File: config.mk
export PLATFORM = sky130hd
export DESIGN_NAME = morse_code_translator
export DESIGN_NICKNAME = d
export VERILOG_FILES = /design/src/sv/mct_pkg.sv /design/src/sv/morse_code_translator.sv
export SDC_FILE = /design/constraint.sdc
export NUM_CORES = 1
export LEC_CHECK = 0
export ABC_AREA = 1
export BUFFER_PORTS_ARGS = -buffer_cell sky130_fd_sc_hd__buf_4
export CORE_ASPECT_RATIO = 1.1
export CORE_MARGIN = 2
export CORE_UTILIZATION = 58
export CTS_CLUSTER_DIAMETER = 30
export DETAILED_ROUTE_END_ITERATION = 12
export GPL_TIMING_DRIVEN = 0
export PLACE_DENSITY = 0.82
export SETUP_SLACK_MARGIN = 0.4
export SYNTH_ARGS = -nofsm -noshare
export SYNTH_HDL_FRONTEND = slang
export SYNTH_SLANG_ARGS = --single-unit
export TNS_END_PERCENT = 1
File: constraint.sdc
create_clock -name clk -period 3.5 [get_ports clk]
set_input_delay 0.175 -clock clk [delete_from_list [all_inputs] [get_ports clk]]
set_output_delay 0.175 -clock clk [all_outputs]
set_load 0.1 [all_outputs]
File: src/sv/mct_pkg.sv
package mct_pkg;

  // decoder token limit and result list size
  localparam int MAX_SYMBOLS = 7;
  localparam int MAX_RESULTS = 8;
  localparam int CNT_W       = 4;
  localparam int CODE_W      = 7;
  localparam int CLEN_W      = 3;
  localparam int NUM_CODES   = 54;

  // configuration port
  localparam int          PADDR_W       = 3;
  localparam int          PDATA_W       = 32;
  localparam logic        REG_DIRECTION = 1'b0;
  localparam logic        DIR_ENCODE    = 1'b0;
  localparam logic        DIR_DECODE    = 1'b1;

  // symbol bytes
  localparam logic [7:0] CH_DOT   = 8'd46;
  localparam logic [7:0] CH_DASH  = 8'd45;
  localparam logic [7:0] CH_SLASH = 8'd47;
  localparam logic [7:0] CH_SPACE = 8'd32;
  localparam logic [7:0] CH_LOW_A = 8'd97;
  localparam logic [7:0] CH_LOW_Z = 8'd122;
  localparam logic [7:0] CASE_OFS = 8'd32;

  typedef struct packed {
    logic [7:0] char_in;
    logic       end_of_text;
  } mct_in_t;

  typedef struct packed {
    logic [7:0] out_char;
    logic       out_invalid;
    logic       out_last;
  } mct_out_t;

  // code is written first symbol at the msb, left aligned, 1 = dash
  typedef struct packed {
    logic [7:0]        ch;
    logic [CLEN_W-1:0] len;
    logic [CODE_W-1:0] code;
  } mct_entry_t;

  typedef struct packed {
    logic              hit;
    logic [7:0]        ch;
    logic [CLEN_W-1:0] len;
    logic [CODE_W-1:0] code;
  } mct_hit_t;

  localparam mct_entry_t CODE_TABLE [NUM_CODES] = '{
    '{"A", 3'd2, 7'b0100000}, '{"B", 3'd4, 7'b1000000}, '{"C", 3'd4, 7'b1010000},
    '{"D", 3'd3, 7'b1000000}, '{"E", 3'd1, 7'b0000000}, '{"F", 3'd4, 7'b0010000},
    '{"G", 3'd3, 7'b1100000}, '{"H", 3'd4, 7'b0000000}, '{"I", 3'd2, 7'b0000000},
    '{"J", 3'd4, 7'b0111000}, '{"K", 3'd3, 7'b1010000}, '{"L", 3'd4, 7'b0100000},
    '{"M", 3'd2, 7'b1100000}, '{"N", 3'd2, 7'b1000000}, '{"O", 3'd3, 7'b1110000},
    '{"P", 3'd4, 7'b0110000}, '{"Q", 3'd4, 7'b1101000}, '{"R", 3'd3, 7'b0100000},
    '{"S", 3'd3, 7'b0000000}, '{"T", 3'd1, 7'b1000000}, '{"U", 3'd3, 7'b0010000},
    '{"V", 3'd4, 7'b0001000}, '{"W", 3'd3, 7'b0110000}, '{"X", 3'd4, 7'b1001000},
    '{"Y", 3'd4, 7'b1011000}, '{"Z", 3'd4, 7'b1100000},
    '{"0", 3'd5, 7'b1111100}, '{"1", 3'd5, 7'b0111100}, '{"2", 3'd5, 7'b0011100},
    '{"3", 3'd5, 7'b0001100}, '{"4", 3'd5, 7'b0000100}, '{"5", 3'd5, 7'b0000000},
    '{"6", 3'd5, 7'b1000000}, '{"7", 3'd5, 7'b1100000}, '{"8", 3'd5, 7'b1110000},
    '{"9", 3'd5, 7'b1111000},
    '{".", 3'd6, 7'b0101010}, '{",", 3'd6, 7'b1100110}, '{"?", 3'd6, 7'b0011000},
    '{"'", 3'd6, 7'b0111100}, '{"!", 3'd6, 7'b1010110}, '{"/", 3'd5, 7'b1001000},
    '{"(", 3'd5, 7'b1011000}, '{")", 3'd6, 7'b1011010}, '{"&", 3'd5, 7'b0100000},
    '{":", 3'd6, 7'b1110000}, '{";", 3'd6, 7'b1010100}, '{"=", 3'd5, 7'b1000100},
    '{"+", 3'd5, 7'b0101000}, '{"-", 3'd6, 7'b1000010}, '{"_", 3'd6, 7'b0011010},
    '{"\"", 3'd6, 7'b0100100}, '{"$", 3'd7, 7'b0001001}, '{"@", 3'd6, 7'b0110100}
  };

  // character to code, first table match wins
  function automatic mct_hit_t enc_lookup(logic [7:0] u);
    mct_hit_t r;
    r = '0;
    for (int i = NUM_CODES - 1; i >= 0; i--) begin
      if (CODE_TABLE[i].ch == u) begin
        r = '{1'b1, CODE_TABLE[i].ch, CODE_TABLE[i].len, CODE_TABLE[i].code};
      end
    end
    return r;
  endfunction

  // code to character, first table match wins
  function automatic mct_hit_t dec_lookup(logic [CLEN_W-1:0] len, logic [CODE_W-1:0] code);
    mct_hit_t r;
    r = '0;
    for (int i = NUM_CODES - 1; i >= 0; i--) begin
      if (CODE_TABLE[i].len == len && CODE_TABLE[i].code == code) begin
        r = '{1'b1, CODE_TABLE[i].ch, CODE_TABLE[i].len, CODE_TABLE[i].code};
      end
    end
    return r;
  endfunction

endpackage

File: src/sv/morse_code_translator.sv
// Morse code text codec over a byte stream.
// Input channel in_valid/in_stall/in_item carries one byte plus an end of text
// flag; the result channel out_valid/out_stall/out_item carries one byte per
// result, an invalid flag and out_last on the final result of an item.
// The direction register (address 0 of the APB port) selects encode (0) or
// decode (1); write it only while the block is idle.
// An accepted item is registered in the input register, is translated in one
// pass into the result buffer once that buffer is free, and its first result
// shows on the port the cycle after that. The buffer hands out one result per
// cycle while the receiver does not stall: an encoded character has up to 8
// results (seven symbols and a space), a decode item 1 or 0. Items with one
// result each stream at one per cycle while the receiver does not stall.
// While the receiver stalls, the current result holds, one more item waits
// in the input register and in_stall rises once that register is full.
// Reset empties both registers, clears the decoder token and selects encode.
// The decoder token is kept across direction changes.
module morse_code_translator #(
  parameter int MAX_SYMBOLS = mct_pkg::MAX_SYMBOLS
) (
  input  logic                         clk,
  input  logic                         rst_n,
  input  logic                         in_valid,
  output logic                         in_stall,
  input  mct_pkg::mct_in_t             in_item,
  output logic                         out_valid,
  input  logic                         out_stall,
  output mct_pkg::mct_out_t            out_item,
  input  logic                         psel,
  input  logic                         penable,
  input  logic                         pwrite,
  input  logic [mct_pkg::PADDR_W-1:0]  paddr,
  input  logic [mct_pkg::PDATA_W-1:0]  pwdata,
  output logic [mct_pkg::PDATA_W-1:0]  prdata,
  output logic                         pready
);

  localparam int LW = $clog2(MAX_SYMBOLS + 1);
  localparam int PW = (MAX_SYMBOLS > mct_pkg::CODE_W) ? MAX_SYMBOLS : mct_pkg::CODE_W;

  logic                    dir_r;
  logic                    in_vld_r;
  mct_pkg::mct_in_t        in_item_r;
  logic [MAX_SYMBOLS-1:0]  pat_r, pat_nxt;
  logic [LW-1:0]           len_r, len_nxt;
  logic                    slash_r, slash_nxt;
  logic                    bad_r, bad_nxt;
  logic                    open_r, open_nxt;
  logic [mct_pkg::MAX_RESULTS-1:0][7:0] bytes_r, bytes_nxt;
  logic [mct_pkg::CNT_W-1:0]            cnt_r, cnt_nxt;
  logic                                 inv_r, inv_nxt;

  logic              reg_sel;
  logic              take;
  logic              buf_free;
  logic              adv;
  logic              accept;
  logic [7:0]        c;
  logic [7:0]        u;
  mct_pkg::mct_hit_t enc_hit;
  mct_pkg::mct_hit_t dec_hit;

  // absorbed token and the token that gets closed
  logic [MAX_SYMBOLS-1:0]     a_pat;
  logic [LW-1:0]              a_len;
  logic                       a_slash, a_bad;
  logic [MAX_SYMBOLS-1:0]     k_pat;
  logic [LW-1:0]              k_len;
  logic                       k_slash, k_bad;
  logic [PW-1:0]              k_ext;
  logic [mct_pkg::CODE_W-1:0] k_code;
  logic                       do_close;
  logic                       tok_valid;
  logic [7:0]                 tok_char;

  // configuration port
  assign pready  = 1'b1;
  assign reg_sel = (paddr[mct_pkg::PADDR_W-1:2] == mct_pkg::REG_DIRECTION);
  assign prdata  = reg_sel ? {{(mct_pkg::PDATA_W-1){1'b0}}, dir_r} : '0;

  always_ff @(posedge clk) begin
    if (!rst_n) begin
      dir_r <= mct_pkg::DIR_ENCODE;
    end else if (psel && penable && pwrite && reg_sel) begin
      dir_r <= pwdata[0];
    end
  end

  // handshake between input register and result buffer
  assign take     = out_valid && !out_stall;
  assign buf_free = (cnt_r == '0) || ((cnt_r == mct_pkg::CNT_W'(1)) && take);
  assign adv      = in_vld_r && buf_free;
  assign in_stall = in_vld_r && !buf_free;
  assign accept   = in_valid && !in_stall;

  always_ff @(posedge clk) begin
    if (!rst_n) begin
      in_vld_r <= 1'b0;
    end else if (accept) begin
      in_vld_r <= 1'b1;
    end else if (adv) begin
      in_vld_r <= 1'b0;
    end
  end

  always_ff @(posedge clk) begin
    if (accept) begin
      in_item_r <= in_item;
    end
  end

  // encoder lookup on the case-folded byte
  assign c       = in_item_r.char_in;
  assign u       = (c >= mct_pkg::CH_LOW_A && c <= mct_pkg::CH_LOW_Z) ? c - mct_pkg::CASE_OFS : c;
  assign enc_hit = mct_pkg::enc_lookup(u);

  // decoder: absorb one symbol byte into the token
  always_comb begin
    a_pat   = pat_r;
    a_len   = len_r;
    a_slash = slash_r;
    a_bad   = bad_r;
    if (!bad_r) begin
      if (c == mct_pkg::CH_SLASH) begin
        if (len_r == '0 && !slash_r) a_slash = 1'b1;
        else                          a_bad   = 1'b1;
      end else if (c == mct_pkg::CH_DOT || c == mct_pkg::CH_DASH) begin
        if (slash_r || len_r >= LW'(MAX_SYMBOLS)) begin
          a_bad = 1'b1;
        end else begin
          for (int i = 0; i < MAX_SYMBOLS; i++) begin
            if (c == mct_pkg::CH_DASH && len_r == LW'(i)) a_pat[i] = 1'b1;
          end
          a_len = len_r + LW'(1);
        end
      end else begin
        a_bad = 1'b1;
      end
    end
  end

  // decoder: pick the token to close and look it up
  always_comb begin
    if (c == mct_pkg::CH_SPACE) begin
      k_pat    = pat_r;
      k_len    = len_r;
      k_slash  = slash_r;
      k_bad    = bad_r;
      do_close = 1'b1;
    end else begin
      k_pat    = a_pat;
      k_len    = a_len;
      k_slash  = a_slash;
      k_bad    = a_bad;
      do_close = in_item_r.end_of_text;
    end
    k_ext = PW'(k_pat);
    for (int i = 0; i < mct_pkg::CODE_W; i++) begin
      k_code[mct_pkg::CODE_W-1-i] = k_ext[i];
    end
    dec_hit = mct_pkg::dec_lookup(k_len[mct_pkg::CLEN_W-1:0], k_code);
    tok_valid = 1'b0;
    tok_char  = 8'd0;
    if (!k_bad) begin
      if (k_slash) begin
        tok_valid = 1'b1;
        tok_char  = mct_pkg::CH_SPACE;
      end else if (k_len != '0 && k_len <= LW'(mct_pkg::CODE_W) && dec_hit.hit) begin
        tok_valid = 1'b1;
        tok_char  = dec_hit.ch;
      end
    end
  end

  // token state update
  always_comb begin
    pat_nxt   = pat_r;
    len_nxt   = len_r;
    slash_nxt = slash_r;
    bad_nxt   = bad_r;
    open_nxt  = open_r;
    if (adv && dir_r == mct_pkg::DIR_DECODE) begin
      if (do_close) begin
        pat_nxt   = '0;
        len_nxt   = '0;
        slash_nxt = 1'b0;
        bad_nxt   = 1'b0;
        open_nxt  = 1'b0;
      end else begin
        pat_nxt   = a_pat;
        len_nxt   = a_len;
        slash_nxt = a_slash;
        bad_nxt   = a_bad;
        open_nxt  = 1'b1;
      end
    end
  end

  always_ff @(posedge clk) begin
    if (!rst_n) begin
      pat_r   <= '0;
      len_r   <= '0;
      slash_r <= 1'b0;
      bad_r   <= 1'b0;
      open_r  <= 1'b0;
    end else begin
      pat_r   <= pat_nxt;
      len_r   <= len_nxt;
      slash_r <= slash_nxt;
      bad_r   <= bad_nxt;
      open_r  <= open_nxt;
    end
  end

  // result buffer: load a whole result list, then shift one out per take
  always_comb begin
    bytes_nxt = bytes_r;
    cnt_nxt   = cnt_r;
    inv_nxt   = inv_r;
    if (adv) begin
      bytes_nxt = '0;
      inv_nxt   = 1'b0;
      if (dir_r == mct_pkg::DIR_ENCODE) begin
        if (u == mct_pkg::CH_SPACE) begin
          bytes_nxt[0] = mct_pkg::CH_SLASH;
          bytes_nxt[1] = mct_pkg::CH_SPACE;
          cnt_nxt      = mct_pkg::CNT_W'(2);
        end else if (enc_hit.hit) begin
          for (int k = 0; k < mct_pkg::MAX_RESULTS; k++) begin
            if (k < mct_pkg::CODE_W && mct_pkg::CLEN_W'(k) < enc_hit.len) begin
              bytes_nxt[k] = enc_hit.code[mct_pkg::CODE_W-1-k] ? mct_pkg::CH_DASH
                                                                : mct_pkg::CH_DOT;
            end else if (k == int'(enc_hit.len)) begin
              bytes_nxt[k] = mct_pkg::CH_SPACE;
            end
          end
          cnt_nxt = mct_pkg::CNT_W'(enc_hit.len) + mct_pkg::CNT_W'(1);
        end else begin
          bytes_nxt[0] = c;
          cnt_nxt      = mct_pkg::CNT_W'(1);
        end
      end else begin
        bytes_nxt[0] = tok_char;
        inv_nxt      = !tok_valid;
        cnt_nxt      = do_close ? mct_pkg::CNT_W'(1) : '0;
      end
    end else if (take) begin
      bytes_nxt = {8'd0, bytes_r[mct_pkg::MAX_RESULTS-1:1]};
      cnt_nxt   = cnt_r - mct_pkg::CNT_W'(1);
    end
  end

  always_ff @(posedge clk) begin
    if (!rst_n) begin
      cnt_r <= '0;
    end else begin
      cnt_r <= cnt_nxt;
    end
  end

  always_ff @(posedge clk) begin
    bytes_r <= bytes_nxt;
    inv_r   <= inv_nxt;
  end

  // result port
  assign out_valid            = (cnt_r != '0);
  assign out_item.out_char    = bytes_r[0];
  assign out_item.out_invalid = inv_r;
  assign out_item.out_last    = (cnt_r == mct_pkg::CNT_W'(1));

  // checks
  a_stall_needs_result: assert property (@(posedge clk) disable iff (!rst_n)
    in_stall |-> out_valid)
    else $error("input stalled with no pending result");

  a_reset_empties: assert property (@(posedge clk)
    !rst_n |=> !out_valid && !in_stall)
    else $error("result or stall present right after reset");

  a_invalid_single: assert property (@(posedge clk) disable iff (!rst_n)
    out_valid && out_item.out_invalid |-> out_item.out_last && out_item.out_char == 8'd0)
    else $error("invalid result is not a lone zero result");

  a_list_continues: assert property (@(posedge clk) disable iff (!rst_n)
    out_valid && !out_stall && !out_item.out_last |=> out_valid)
    else $error("result list broken before its last result");

endmodule

==> results.py <==
metrics = {
    "status": {
        "outcome": "finished, violations left",
        "violations": "negative setup slack",
    },
    "hold_path": {
        "holdPathStages": 1,
        "hold_class": "in -> reg",
        "holdPathEnd": "c[3]",
        "worstHoldStart": "in_item[4]",
    },
    "logic_synthesis": {
        "seq_area_frac_synth": 0.2926,
        "ys_types": 54,
        "ys_ff_latch": 61,
        "synth.avg_cell_area_sq_um": 6.672,
        "synth_top_area_share": 0.2288,
        "synth_top_area_cell": "edfxtp_1",
        "synth_edf_count": 43,
        "yosys-top-cells-area": "edfxtp_1, nand2_1, nor2_1",
        "synthArstFlopShare": 0,
        "yosysMostFrequentCell": "nand2_1",
        "synthesis.area_sq_mm": 0.005644,
        "yosys-top-cells-count": "nand2_1, nor2_1, inv_1",
        "synthFlopType": "edfxtp_1",
        "ys_warn_count": 0,
        "synthCells": 846,
    },
    "sta": {
        "hold_viol": 0,
        "fin_crit_ps": 3742,
        "rsz0062_at_grt": "yes",
        "slew-limit-headroom": 0.4078,
        "skew_ps": 12.99,
        "worst_pin_slew_ps": 885.1,
        "fmax_mhz": 267.2,
        "maxSlewViolCount": 0,
        "post-route-period-util": 1.069,
        "fin_ws_ps": -242.2,
        "timing.setup.tns_ps": -900.9,
        "finalSetupViolations": 8,
    },
    "cts": {
        "cts_htree_levels": 3,
        "cts_buffers": 9,
        "cts_tree": "built",
        "cts_buffer_depth": 2,
        "clk_pin_slew_ps": 70,
        "clkSinkCount": 61,
        "clkLatencyLatePin_ps": 360,
        "cts_root_buf": "clkbuf_8",
    },
    "global_route": {
        "grt_use_total": 0.3364,
        "grt_pass1_wl_microns": 28160,
        "grt-ovfl-total": 0,
        "grt_max_degree": 40,
        "grt_pass1_vias": 5690,
        "antenna_found_initial": 0,
    },
    "drt": {
        "routedWlPerCell_microns": 16.83,
        "via_count": 6439,
        "viasPerCell": 5.864,
        "dr.pass1.iters": 6,
        "antenna_left": 0,
        "routed_wl_microns": 18480,
        "post-route-drc-count": 0,
        "drtIter0Drc": 714,
    },
    "floorplanning": {
        "start_util": 0.6006,
        "dieArea_sq_mm": 0.01054,
        "fp.coreArea_sq_mm": 0.009398,
        "io_pins": 96,
        "die_w_microns": 98.06,
        "die_h_microns": 107.5,
        "rows": 37,
    },
    "power_and_ir_drop": {
        "combPwrFrac": 0.501,
        "pwr-share-clk": 0.186,
        "p_total_uw": 3891,
        "peakVddDrop_uv": 862.5,
        "p_leak_uw": 0.003370,
        "power_density_mw_per_mm2": 524.8,
        "intPower_uw": 2047,
        "switching_power_uw": 1845,
        "swShare": 0.4740,
        "pwr-share-seq": 0.313,
    },
    "worst_setup_path": {
        "critPathMaxStageDelay_ps": 540,
        "crit_chain": "inv_2, nor2_1, nand2_2, nor2_4, nand2_1, nor2_4, nor2_2, nand2_2, inv_1, nand3_4, nor2_1, nand2_1, nand3_1, nor4_2, nand3_1, nor4_2, nand3_1, nor2_1, nand4_1, a21oi_2, o21ai_1",
        "crit_buf_inv": 2,
        "worstPathRequired_ps": 3600,
        "cp_data_arrival_time_ps": 3850,
        "rr_endpoint": "out_item[3]",
        "worstReg2RegStart": "c[0]",
        "cp_max_fo": 10,
        "cp_slowest_cell": "edfxtp_1",
        "regToRegSetupSlack_ps": -240,
        "start_kind": "flop",
        "rr_worst_depth": 21,
        "critical_path_class": "reg -> reg",
        "critical_path.top_delay_family": "simple AND/OR/NAND/NOR gates",
        "cp-end-kind": "flop",
    },
    "finish": {
        "area_growth_pct": 31.37,
        "postLayoutCoreUtil": 0.7890,
        "fin_nets": 1042,
        "drive_gt1_frac": 0.3221,
        "diodes": 0,
    },
    "job": {
        "cap_violations": 0,
    },
    "placed_design": {
        "io_buffers": 30,
        "dp_hpwl_microns": 12680,
        "place_ws_ps": -447.2,
        "routabilityCongestion": 1.007,
    },
}
## what timing repair did
action / CTS / global route
buffers inserted: 38 / 16
gates resized for setup: 118 / 40
pin swaps: 78 / 53
hold buffers: 4 / 0
setup endpoints to repair: 79 / 79
endpoints found under the hold margin: 4 / 0
## placed cells by master, fill, tap and decap left out, types with 9 or more instances in the layout
| cell | n |
|---|---|
| nand2_1 | 138 |
| nor2_1 | 124 |
| buf_4 | 121 |
| inv_1 | 105 |
| edfxtp_1 | 43 |
| nand3_1 | 34 |
| nand4_1 | 33 |
| conb_1 | 33 |
| nor2_4 | 32 |
| nand2_2 | 25 |
| inv_2 | 22 |
| o21ai_0 | 21 |
| nor3_1 | 20 |
| a21oi_1 | 20 |
| nor2_2 | 16 |
| nand3_2 | 16 |
| dfxtp_1 | 15 |
| nand2_4 | 12 |
| ha_1 | 12 |
| nor4_1 | 10 |
| o21ai_1 | 9 |
| nor3_2 | 9 |
| clkbuf_8 | 9 |
## state kept, by name, indices dropped and copies added, names as in the netlist, 3 cells and up
name / cells
bytes_r: 25
c: 8
cnt_r: 4
len_r: 3
out_item: 8
pat_r: 7
## how the worst max path moves through the flow
stage / start / to / slack, ps / cells after the start
final: c[0] / out_item[3] / -240 / 21
after global routing: c[0] / out_item[3] / -460 / 21
after CTS: len_r[1] / out_item[2] / -40 / 24
after detailed placement: c[1] / cnt_r[2] / -450 / 23
after global placement: c[1] / cnt_r[2] / -410 / 23
after floorplan: cnt_r[1] / slash_r / 60 / 13
## worst reg2reg max path, delay by kind of cell (launching register included)
| kind | cells | cell delay (ps) |
|---|---|---|
| flops | 1 | 540 |
| simple gates | 17 | 2540 |
| compound gates | 2 | 250 |
| buf+inv | 2 | 180 |
## layer usage
metal / global-route usage / part of all wire / vias up
met5: 0 / 0 / -
met3: 0.06299 / 0.10 / 86
met4: 0.1300 / 0.042 / 0
li1: - / - / 3010
met1: 0.4654 / 0.40 / 2896
met2: 0.5230 / 0.45 / 447
## metrics by stage
step           hold slack (ps)  area [sq um]  std cells
6_report                 5.051          7415       1098
2_1_floorplan            273.9          5768        877
3_3_place_gp             353.8          6140       1024
3_5_place_dp             354.4          6140       1024
5_1_grt                 0.8210          7415       1098
4_1_cts                  3.621          7121       1082
## power groups by stage
stage / sequential, uW / combinational [uW] / clock [uW]
2_1_floorplan: 1210 / 1420 / 0
3_3_place_gp: 1230 / 1750 / 0
3_5_place_dp: 1230 / 1760 / 0
4_1_cts: 1220 / 1890 / 722
5_1_grt: 1240 / 2080 / 746
6_report: 1220 / 1950 / 724
## area by class of cell
cell class,instances,area [sq um]
multi-input cells,636,3830
fillers,673,1983
flip-flops and latches,61,1660
repair buffers,88,706.9
inverters,130,493.0
plain buffers,50,355.3
well taps,117,146.4
clock buffers,9,123.9
clock inverters,7,98.84
## logic make-up after synthesis
group | after synthesis | synth area share
adders and majority gates | 15 | 0.03325
buffers and inverters | 180 | 0.1496
and+or+nand+nor | 495 | 0.4156
other | 2 | 0.001331
AOI/OAI and AO/OA | 92 | 0.1060
xor gates and xnor gates | 1 | 0.001552
DFF | 61 | 0.2926
(Power assumes the default switching activity.)
